`src/rtl/dslg_pkg.sv`:
```
`default_nettype none
// ----------------------------------------------------------------------------
// dslg_pkg
// Shared constants and controller/datapath handshake types for the seeded
// djb2 / LCG string generator.
// ----------------------------------------------------------------------------
package dslg_pkg;

    localparam int unsigned BYTE_W   = 8;
    localparam int unsigned CHAR_W   = 7;
    localparam int unsigned LEN_W    = 6;
    localparam int unsigned HASH_W   = 32;

    localparam logic [HASH_W-1:0] HASH_INIT = 32'd5381;
    localparam logic [HASH_W-1:0] LCG_INIT  = 32'd1;
    localparam logic [HASH_W-1:0] LCG_MUL   = 32'd1103515245;
    localparam logic [HASH_W-1:0] LCG_ADD   = 32'd12345;
    localparam logic [LEN_W-1:0]  LEN_RESET = 6'd16;
    localparam logic [CHAR_W-1:0] CHAR_BASE = 7'd33;

    // Remainder by 94 of a 15-bit value: q = (v * RECIP) >> RECIP_SH.
    localparam int unsigned       MOD_IN_W  = 15;
    localparam int unsigned       RECIP_W   = 16;
    localparam int unsigned       RECIP_SH  = 22;
    localparam int unsigned       QUOT_W    = 9;
    localparam logic [RECIP_W-1:0] RECIP    = 16'd44621;
    localparam logic [MOD_IN_W-1:0] CHAR_SPAN = 15'd94;

    // Controller -> datapath commands.
    typedef struct packed {
        logic absorb;     // fold the input byte into the hash
        logic seed;       // load the LCG from the hash, restart hash and count
        logic lcg_adv;    // step the LCG once
        logic mod_mul;    // register the reciprocal product
        logic load_char;  // load a character into the output register
        logic load_term;  // load the terminator into the output register
    } t_cmd;

    // Datapath -> controller status.
    typedef struct packed {
        logic byte_zero;  // input byte is the string terminator
        logic cnt_done;   // all characters of this string loaded
        logic out_full;   // output register cannot take a new item
    } t_stat;

endpackage
`default_nettype wire

```
`src/rtl/dslg_if.sv`:
```
`default_nettype none
// ----------------------------------------------------------------------------
// dslg_if
// Valid/ready channels of the string generator: input bytes, output
// characters and the length configuration write.
// ----------------------------------------------------------------------------
interface dslg_in_if;
    logic                            valid;
    logic                            ready;
    logic [dslg_pkg::BYTE_W-1:0]     in_byte;
    modport source (output valid, output in_byte, input ready);
    modport sink   (input valid, input in_byte, output ready);
endinterface

interface dslg_out_if;
    logic                            valid;
    logic                            ready;
    logic [dslg_pkg::CHAR_W-1:0]     out_char;
    logic                            last;
    modport source (output valid, output out_char, output last, input ready);
    modport sink   (input valid, input out_char, input last, output ready);
endinterface

interface dslg_cfg_if;
    logic                            valid;
    logic                            ready;
    logic [dslg_pkg::LEN_W-1:0]      out_length;
    modport source (output valid, output out_length, input ready);
    modport sink   (input valid, input out_length, output ready);
endinterface
`default_nettype wire

```
`src/rtl/dslg_ctrl.sv`:
```
`default_nettype none
// ----------------------------------------------------------------------------
// dslg_ctrl
// Sequencer: absorb bytes, then step LCG / reduce / load for each character
// and finish with the terminator.
// ----------------------------------------------------------------------------
module dslg_ctrl (
    input  wire logic           i_clk,
    input  wire logic           i_rst_n,
    input  wire logic           i_in_valid,
    output logic                o_in_ready,
    input  wire dslg_pkg::t_stat i_stat,
    output dslg_pkg::t_cmd      o_cmd
);

    typedef enum logic [4:0] {
        S_IDLE = 5'b00001,
        S_STEP = 5'b00010,
        S_MUL  = 5'b00100,
        S_LOAD = 5'b01000,
        S_TERM = 5'b10000
    } t_state;

    t_state r_state;
    t_state n_state;
    logic   in_acc;

    assign o_in_ready = (r_state == S_IDLE);
    assign in_acc     = i_in_valid && o_in_ready;

    always_comb begin
        n_state = r_state;
        o_cmd   = '0;
        case (r_state)
            S_IDLE: begin
                if (in_acc) begin
                    if (i_stat.byte_zero) begin
                        o_cmd.seed = 1'b1;
                        n_state    = S_STEP;
                    end else begin
                        o_cmd.absorb = 1'b1;
                    end
                end
            end
            S_STEP: begin
                if (i_stat.cnt_done) begin
                    n_state = S_TERM;
                end else begin
                    o_cmd.lcg_adv = 1'b1;
                    n_state       = S_MUL;
                end
            end
            S_MUL: begin
                o_cmd.mod_mul = 1'b1;
                n_state       = S_LOAD;
            end
            S_LOAD: begin
                // hold until the output register frees up
                if (!i_stat.out_full) begin
                    o_cmd.load_char = 1'b1;
                    n_state         = S_STEP;
                end
            end
            S_TERM: begin
                if (!i_stat.out_full) begin
                    o_cmd.load_term = 1'b1;
                    n_state         = S_IDLE;
                end
            end
            default: begin
                n_state = S_IDLE;
            end
        endcase
    end

    always_ff @(posedge i_clk) begin
        if (!i_rst_n) begin
            r_state <= S_IDLE;
        end else begin
            r_state <= n_state;
        end
    end

endmodule
`default_nettype wire

```
`src/rtl/dslg_dp.sv`:
```
`default_nettype none
// ----------------------------------------------------------------------------
// dslg_dp
// Datapath: hash accumulator, LCG state, mod-94 reduction, emit counter,
// length register and output register.
// ----------------------------------------------------------------------------
module dslg_dp (
    input  wire logic                          i_clk,
    input  wire logic                          i_rst_n,
    input  wire logic [dslg_pkg::BYTE_W-1:0]   i_byte,
    input  wire logic                          i_cfg_we,
    input  wire logic [dslg_pkg::LEN_W-1:0]    i_cfg_len,
    input  wire dslg_pkg::t_cmd                i_cmd,
    output dslg_pkg::t_stat                    o_stat,
    output logic                               o_out_valid,
    input  wire logic                          i_out_ready,
    output logic [dslg_pkg::CHAR_W-1:0]        o_out_char,
    output logic                               o_out_last
);

    localparam int unsigned PROD_W = dslg_pkg::MOD_IN_W + dslg_pkg::RECIP_W;

    logic [dslg_pkg::HASH_W-1:0]   r_hash;
    logic [dslg_pkg::HASH_W-1:0]   n_hash;
    logic [dslg_pkg::HASH_W-1:0]   r_lcg;
    logic [dslg_pkg::HASH_W-1:0]   n_lcg;
    logic [dslg_pkg::LEN_W-1:0]    r_len;
    logic [dslg_pkg::LEN_W-1:0]    r_cnt;
    logic [dslg_pkg::MOD_IN_W-1:0] r_v;
    logic [PROD_W-1:0]             r_prod;
    logic                          r_out_valid;
    logic [dslg_pkg::CHAR_W-1:0]   r_out_char;
    logic                          r_out_last;

    logic [dslg_pkg::HASH_W-1:0]   sext_byte;
    logic [dslg_pkg::MOD_IN_W-1:0] v_now;
    logic [dslg_pkg::QUOT_W-1:0]   quot;
    logic [dslg_pkg::MOD_IN_W-1:0] quot_x94;
    logic [dslg_pkg::MOD_IN_W-1:0] rem_raw;
    logic [dslg_pkg::MOD_IN_W-1:0] rem_fix;
    logic [dslg_pkg::CHAR_W-1:0]   char_val;

    // hash * 33 + sign-extended byte
    assign sext_byte = {{(dslg_pkg::HASH_W-dslg_pkg::BYTE_W){i_byte[dslg_pkg::BYTE_W-1]}},
                        i_byte};
    assign n_hash    = {r_hash[dslg_pkg::HASH_W-6:0], 5'b0} + r_hash + sext_byte;
    assign n_lcg     = r_lcg * dslg_pkg::LCG_MUL + dslg_pkg::LCG_ADD;

    assign v_now     = r_lcg[30:16];
    assign quot      = r_prod[PROD_W-1:dslg_pkg::RECIP_SH];
    // quot * 94 = quot * 64 + quot * 32 - quot * 2
    assign quot_x94  = ({6'b0, quot} << 6) + ({6'b0, quot} << 5) - ({6'b0, quot} << 1);
    assign rem_raw   = r_v - quot_x94;
    assign rem_fix   = (rem_raw >= dslg_pkg::CHAR_SPAN) ? rem_raw - dslg_pkg::CHAR_SPAN
                                                        : rem_raw;
    assign char_val  = rem_fix[dslg_pkg::CHAR_W-1:0] + dslg_pkg::CHAR_BASE;

    assign o_stat.byte_zero = (i_byte == '0);
    assign o_stat.cnt_done  = (r_cnt == r_len);
    assign o_stat.out_full  = r_out_valid && !i_out_ready;

    assign o_out_valid = r_out_valid;
    assign o_out_char  = r_out_char;
    assign o_out_last  = r_out_last;

    always_ff @(posedge i_clk) begin
        if (!i_rst_n) begin
            r_hash      <= dslg_pkg::HASH_INIT;
            r_lcg       <= dslg_pkg::LCG_INIT;
            r_len       <= dslg_pkg::LEN_RESET;
            r_cnt       <= '0;
            r_out_valid <= 1'b0;
        end else begin
            if (i_cfg_we) begin
                r_len <= i_cfg_len;
            end
            if (i_cmd.absorb) begin
                r_hash <= n_hash;
            end
            if (i_cmd.seed) begin
                r_lcg  <= r_hash;
                r_hash <= dslg_pkg::HASH_INIT;
                r_cnt  <= '0;
            end
            if (i_cmd.lcg_adv) begin
                r_lcg <= n_lcg;
            end
            if (i_cmd.load_char) begin
                r_cnt <= r_cnt + 1'b1;
            end
            if (i_cmd.load_char || i_cmd.load_term) begin
                r_out_valid <= 1'b1;
            end else if (i_out_ready) begin
                r_out_valid <= 1'b0;
            end
        end
    end

    // payload registers, no reset
    always_ff @(posedge i_clk) begin
        if (i_cmd.mod_mul) begin
            r_v    <= v_now;
            r_prod <= v_now * dslg_pkg::RECIP;
        end
        if (i_cmd.load_char) begin
            r_out_char <= char_val;
            r_out_last <= 1'b0;
        end else if (i_cmd.load_term) begin
            r_out_char <= '0;
            r_out_last <= 1'b1;
        end
    end

endmodule
`default_nettype wire

```
`src/rtl/djb2_seeded_lcg_string_gen_unit.sv`:
```
`default_nettype none
// A nonzero byte is absorbed in the cycle it is accepted, one byte per cycle while the
// sequencer is idle. A zero byte yields out_length characters, each through an LCG step,
// reciprocal multiply, remainder and output load, then the terminator after the last one.
// Input is held off from the zero byte until the terminator is loaded; each load waits
// while the output register is full. Reset (synchronous, active low): hash 5381, LCG 1,
// out_length 16, output empty.
// ----------------------------------------------------------------------------
// djb2_seeded_lcg_string_gen_unit
// Hashes an input string with djb2 and expands the hash through the ANSI C
// LCG into a printable string ending in a zero terminator.
// ----------------------------------------------------------------------------
module djb2_seeded_lcg_string_gen_unit (
    input  wire logic  i_clk,
    input  wire logic  i_rst_n,
    dslg_in_if.sink    i_in,
    dslg_out_if.source o_out,
    dslg_cfg_if.sink   i_cfg
);

    dslg_pkg::t_cmd  cmd;
    dslg_pkg::t_stat stat;

    // Length writes land at once; the port never stalls.
    assign i_cfg.ready = 1'b1;

    // Sequencer: owns input ready and orders the datapath steps.
    dslg_ctrl u_ctrl (
        .i_clk      (i_clk),
        .i_rst_n    (i_rst_n),
        .i_in_valid (i_in.valid),
        .o_in_ready (i_in.ready),
        .i_stat     (stat),
        .o_cmd      (cmd)
    );

    // Datapath: hash, LCG, reduction and the output register that
    // decouples the result side from the sequencer.
    dslg_dp u_dp (
        .i_clk       (i_clk),
        .i_rst_n     (i_rst_n),
        .i_byte      (i_in.in_byte),
        .i_cfg_we    (i_cfg.valid),
        .i_cfg_len   (i_cfg.out_length),
        .i_cmd       (cmd),
        .o_stat      (stat),
        .o_out_valid (o_out.valid),
        .i_out_ready (o_out.ready),
        .o_out_char  (o_out.out_char),
        .o_out_last  (o_out.last)
    );

endmodule
`default_nettype wire
```
`src/flat_wrapper.sv`:
```
// flat-port wrapper written by rule: the top's interface ports become plain ports
module djb2_seeded_lcg_string_gen_unit_flat 
  (i_clk, i_rst_n, i_in_valid, i_in_in_byte, i_in_ready, o_out_valid, o_out_out_char, o_out_last, o_out_ready, i_cfg_valid, i_cfg_out_length, i_cfg_ready);
  dslg_in_if i_in_i ();
  dslg_out_if o_out_i ();
  dslg_cfg_if i_cfg_i ();
  input  wire logic i_clk;
  input  wire logic i_rst_n;
  input wire logic [$bits(i_in_i.valid)-1:0] i_in_valid;
  input wire logic [$bits(i_in_i.in_byte)-1:0] i_in_in_byte;
  output wire logic [$bits(i_in_i.ready)-1:0] i_in_ready;
  output wire logic [$bits(o_out_i.valid)-1:0] o_out_valid;
  output wire logic [$bits(o_out_i.out_char)-1:0] o_out_out_char;
  output wire logic [$bits(o_out_i.last)-1:0] o_out_last;
  input wire logic [$bits(o_out_i.ready)-1:0] o_out_ready;
  input wire logic [$bits(i_cfg_i.valid)-1:0] i_cfg_valid;
  input wire logic [$bits(i_cfg_i.out_length)-1:0] i_cfg_out_length;
  output wire logic [$bits(i_cfg_i.ready)-1:0] i_cfg_ready;
  assign i_in_i.valid = i_in_valid;
  assign i_in_i.in_byte = i_in_in_byte;
  assign i_in_ready = i_in_i.ready;
  assign o_out_valid = o_out_i.valid;
  assign o_out_out_char = o_out_i.out_char;
  assign o_out_last = o_out_i.last;
  assign o_out_i.ready = o_out_ready;
  assign i_cfg_i.valid = i_cfg_valid;
  assign i_cfg_i.out_length = i_cfg_out_length;
  assign i_cfg_ready = i_cfg_i.ready;
  djb2_seeded_lcg_string_gen_unit u_core (.i_clk(i_clk), .i_rst_n(i_rst_n), .i_in(i_in_i), .o_out(o_out_i), .i_cfg(i_cfg_i));
endmodule
```
`config.mk`:
```
export PLATFORM = sky130hd
export DESIGN_NAME = djb2_seeded_lcg_string_gen_unit_flat
export DESIGN_NICKNAME = d
export VERILOG_FILES = /design/src/rtl/dslg_pkg.sv /design/src/rtl/dslg_if.sv /design/src/rtl/dslg_ctrl.sv /design/src/rtl/dslg_dp.sv /design/src/rtl/djb2_seeded_lcg_string_gen_unit.sv /design/src/flat_wrapper.sv
export SDC_FILE = /design/constraint.sdc
export NUM_CORES = 1
export LEC_CHECK = 0
export BUFFER_PORTS_ARGS = -buffer_cell sky130_fd_sc_hd__buf_4
export CORE_MARGIN = 1.5
export CORE_UTILIZATION = 60
export DETAILED_ROUTE_END_ITERATION = 8
export PLACE_DENSITY_LB_ADDON = 0.3
export SLEW_MARGIN = 30
export SYNTH_ARGS = -nofsm -noshare
export SYNTH_HDL_FRONTEND = slang
export SYNTH_HIERARCHICAL = 1
export SYNTH_SLANG_ARGS = --single-unit
```
`constraint.sdc`:
```
create_clock -name i_clk -period 5.9 [get_ports i_clk]
set_input_delay 1.18 -clock i_clk [delete_from_list [all_inputs] [get_ports i_clk]]
set_output_delay 1.18 -clock i_clk [all_outputs]
set_load 0.01 [all_outputs]
```
==> flow_summary.toml <==
[run_status]
outcome = "complete, but fails checks"
violations = "negative setup slack"

[sta]
fin_crit_ns = 6.316
finalCritPeriodShare = 1.071
rsz0062_at_grt = "yes"
hold_violations = 0
worst_pin_slew_ns = 0.7006
slew_headroom = 0.5330
finalSetupViolCount = 13
slew_violations = 0
finClkSkew_ns = 0.02333
final.setup.tns_ns = -2.670
setup_ws_ns = -0.4162
max_freq_mhz = 158.3

[flow_run]
maxCapViolations = 0

[route]
wl_per_cell_um = 19.65
vias_per_cell = 5.666
drc_errors = 0
dr.first_iter.drc_count = 1310
first_pass_iters = 5
dr_total_vias = 15690
ant_nets = 0
wl_um = 54420

[clock_tree]
hold_buffers = 0
clk_pin_slew_worst_paths_ns = 0.10
cts_num_sinks = 112
cts_made_buffers = 9
cts_tree = "built"
clock_latency_ns = 0.40
clockRootBuffer = "clkbuf_16"
clockBufferDepth = 2
htreeDepth = 3

[placement]
io_buffers = 28
dp_slack_ns = -0.3874
dp_hpwl_um = 43370
placed_cells = 2727
gp_congestion = 1.017

[cells_and_area]
final_cell_mix = "inv_1 (521), ha_1 (335), fa_1 (285)"
num_antenna_cells = 0
final_common_cell = "inv_1"
area_delta_synth_final_pct = 16.16
regArea_um2 = 2621
fill_cells = 2297
fin_cells = 2769
finalNetCount = 3002
multi_input_area_um2 = 16360
drive_gt1_frac = 0.1797

[power_and_ir_drop]
switching_share = 0.4370
power.total_uw = 3598
combPwrFrac = 0.542
powerDensity_nw_per_um2 = 152.6
vdd_drop_max_v = 0.0001743
clockPowerShare = 0.183
p_seq_frac = 0.275
switchingPower_uw = 1572
p_int_uw = 2026
power_leakage_uw = 0.01262

[synthesis]
synth_top_flop_cell = "dfxtp_1"
synth-edff-count = 31
synth_area_um2 = 20300
synth_area_leaders = "fa_1 (29%), ha_1 (23%), inv_1 (10%)"
synth_warnings = 6
syn-num-nets = 2812
ys_seq_area_frac = 0.1257
syn_area_per_cell_um2 = 9.548
synth.distinct_cells = 85
synth_seq_cells = 112
postSynth.asyncResetShare = 0
synth_cells = 2126
synth_top_area_share = 0.2860
synth_largest_area_cell = "fa_1"

[die]
start_util = 0.6069
core_area_um2 = 33450
die_y_um = 186.9
rows = 67
die_w_um = 186.9
ioPinCount = 30
dieArea_um2 = 34940

[setup_path]
path_buf_inv = 5
path_depth = 26
critPathTopFamily = "adder cells"
required_ns = 6.25
cpMostUsedCell = "fa_1"
critical_path_arrival_ns = 6.66
r2r_cells = 26
path_class = "reg2reg"
endpoint_kind = "flop"
crit_path_top_delay_cell = "fa_1"
worstSetupStartpointType = "flop"
critPathMaxStageDelay_ns = 0.51
crit_fanout = 6

[global_routing]
grt_pass1_vias = 16260
grt_overflow_total = 0
grt_pass1_wl_um = 86110
antenna_found_initial = 0
grt_max_degree = 64
grt_usage = 0.3158

[worst_hold_path]
holdPathStages = 2
hold_class = "reg2reg"
-- worst paths after layout --
path | from | endpoint | slack, ns
worst min-delay path | u_core/u_dp/o_out_last | u_core/u_dp/o_out_last | 0.49
worst max-delay path | u_core/u_dp/r_lcg[6] | u_core/u_dp/r_lcg[28] | -0.42
worst min register to register | u_core/u_dp/o_out_last | u_core/u_dp/o_out_last | 0.49
worst max register to register | u_core/u_dp/r_lcg[6] | u_core/u_dp/r_lcg[28] | -0.42
-- Yosys cell counts (7+ instances only) --
library cell and count:
fa_1 290, inv_1 542, a211oi_1 8, ha_1 377
o21ai_0 59, nor2_1 78, nand2_1 85, nand4_1 11
and3_1 7, and2_1 15, o211ai_1 9, o211a_1 12
a31oi_1 11, xnor2_1 82, a21o_1 34, nand3_1 17
dfxtp_1 81, nor3_1 22, edfxtp_1 31, mux2i_1 46
clkbuf_1 27, a21oi_1 70, o21a_1 12, xor2_1 38
nor2b_1 29, nand2b_1 10
-- final cells by class --
class	instances	area share
clock buffers	9	0.009552
clock inverters	7	0.002547
inverters	543	0.08671
multi-input cells	1432	0.6940
flip-flops and latches	112	0.1112
well taps	448	0.02377
repair buffers	218	0.07222
-- power by group through the flow --
stage,registers [uW],logic [uW],clock network (uW)
floorplan,950,1460,0
global placement,1000,1780,0
detailed placement,1010,1860,0
CTS,986,1900,659
global route,1000,2160,697
finish,989,1950,660
-- metal layers --
layer / share of wire / routed length [um] / up-vias / GRT usage
met5: 0 / 0 / - / 0
met4: 0.040 / 2180 / 0 / 0.1092
met3: 0.088 / 4808 / 148 / 0.05947
met2: 0.46 / 24870 / 691 / 0.5026
met1: 0.41 / 22560 / 7682 / 0.4339
li1: - / - / 7168 / -
-- through the flow --
stage | util | instance area, um2 | hold WS (ns)
6_report | 0.7049 | 23580 | 0.4850
5_1_grt | 0.7049 | 23580 | 0.5113
4_1_cts | 0.6965 | 23300 | 0.4928
3_5_place_dp | 0.6701 | 22410 | 0.4739
3_3_place_gp | 0.6700 | 22410 | 0.4590
2_1_floorplan | - | 20570 | 0.4618
-- worst min-delay path: cells and delay by family, from the launching register on --
| kind | cells | cell delay (ns) |
|---|---|---|
| flip-flops | 1 | 0.34 |
| AND/OR/NAND/NOR | 2 | 0.12 |
-- what timing repair did --
action                     4_1_cts  5_1_grt
setup buffers                   19       10
resized for setup               95       49
gates cloned                     0        0
pin swaps                       76       55
setup endpoints to repair       18       21
-- registers in the layout (all words and copies together) (netlist names) --
signal,cells
u_core/u_dp/o_out_valid,1
u_core/u_dp/r_hash,31
u_core/u_dp/r_cnt,6
u_core/u_dp/r_v,15
u_core/u_dp/o_out_char,7
u_core/u_dp/r_prod,9
u_core/u_dp/r_len,6
u_core/u_ctrl/r_state,5
u_core/u_dp/o_out_last,1
u_core/u_dp/r_lcg,31
-- kinds of logic (layout without fill, tap and decap cells) --
group / after synthesis / in the layout / share of synthesized area
compound gates: 276 / 276 / 0.09111
xor+xnor: 121 / 121 / 0.05258
fa+ha+maj: 667 / 667 / 0.5184
buf+inv: 582 / 777 / 0.1090
flops: 112 / 112 / 0.1257
mux: 47 / 47 / 0.02324
other cells: 1 / 1 / 0.0001847
simple gates: 320 / 320 / 0.07976
No activity file was read; power rests on OpenSTA's default activity.
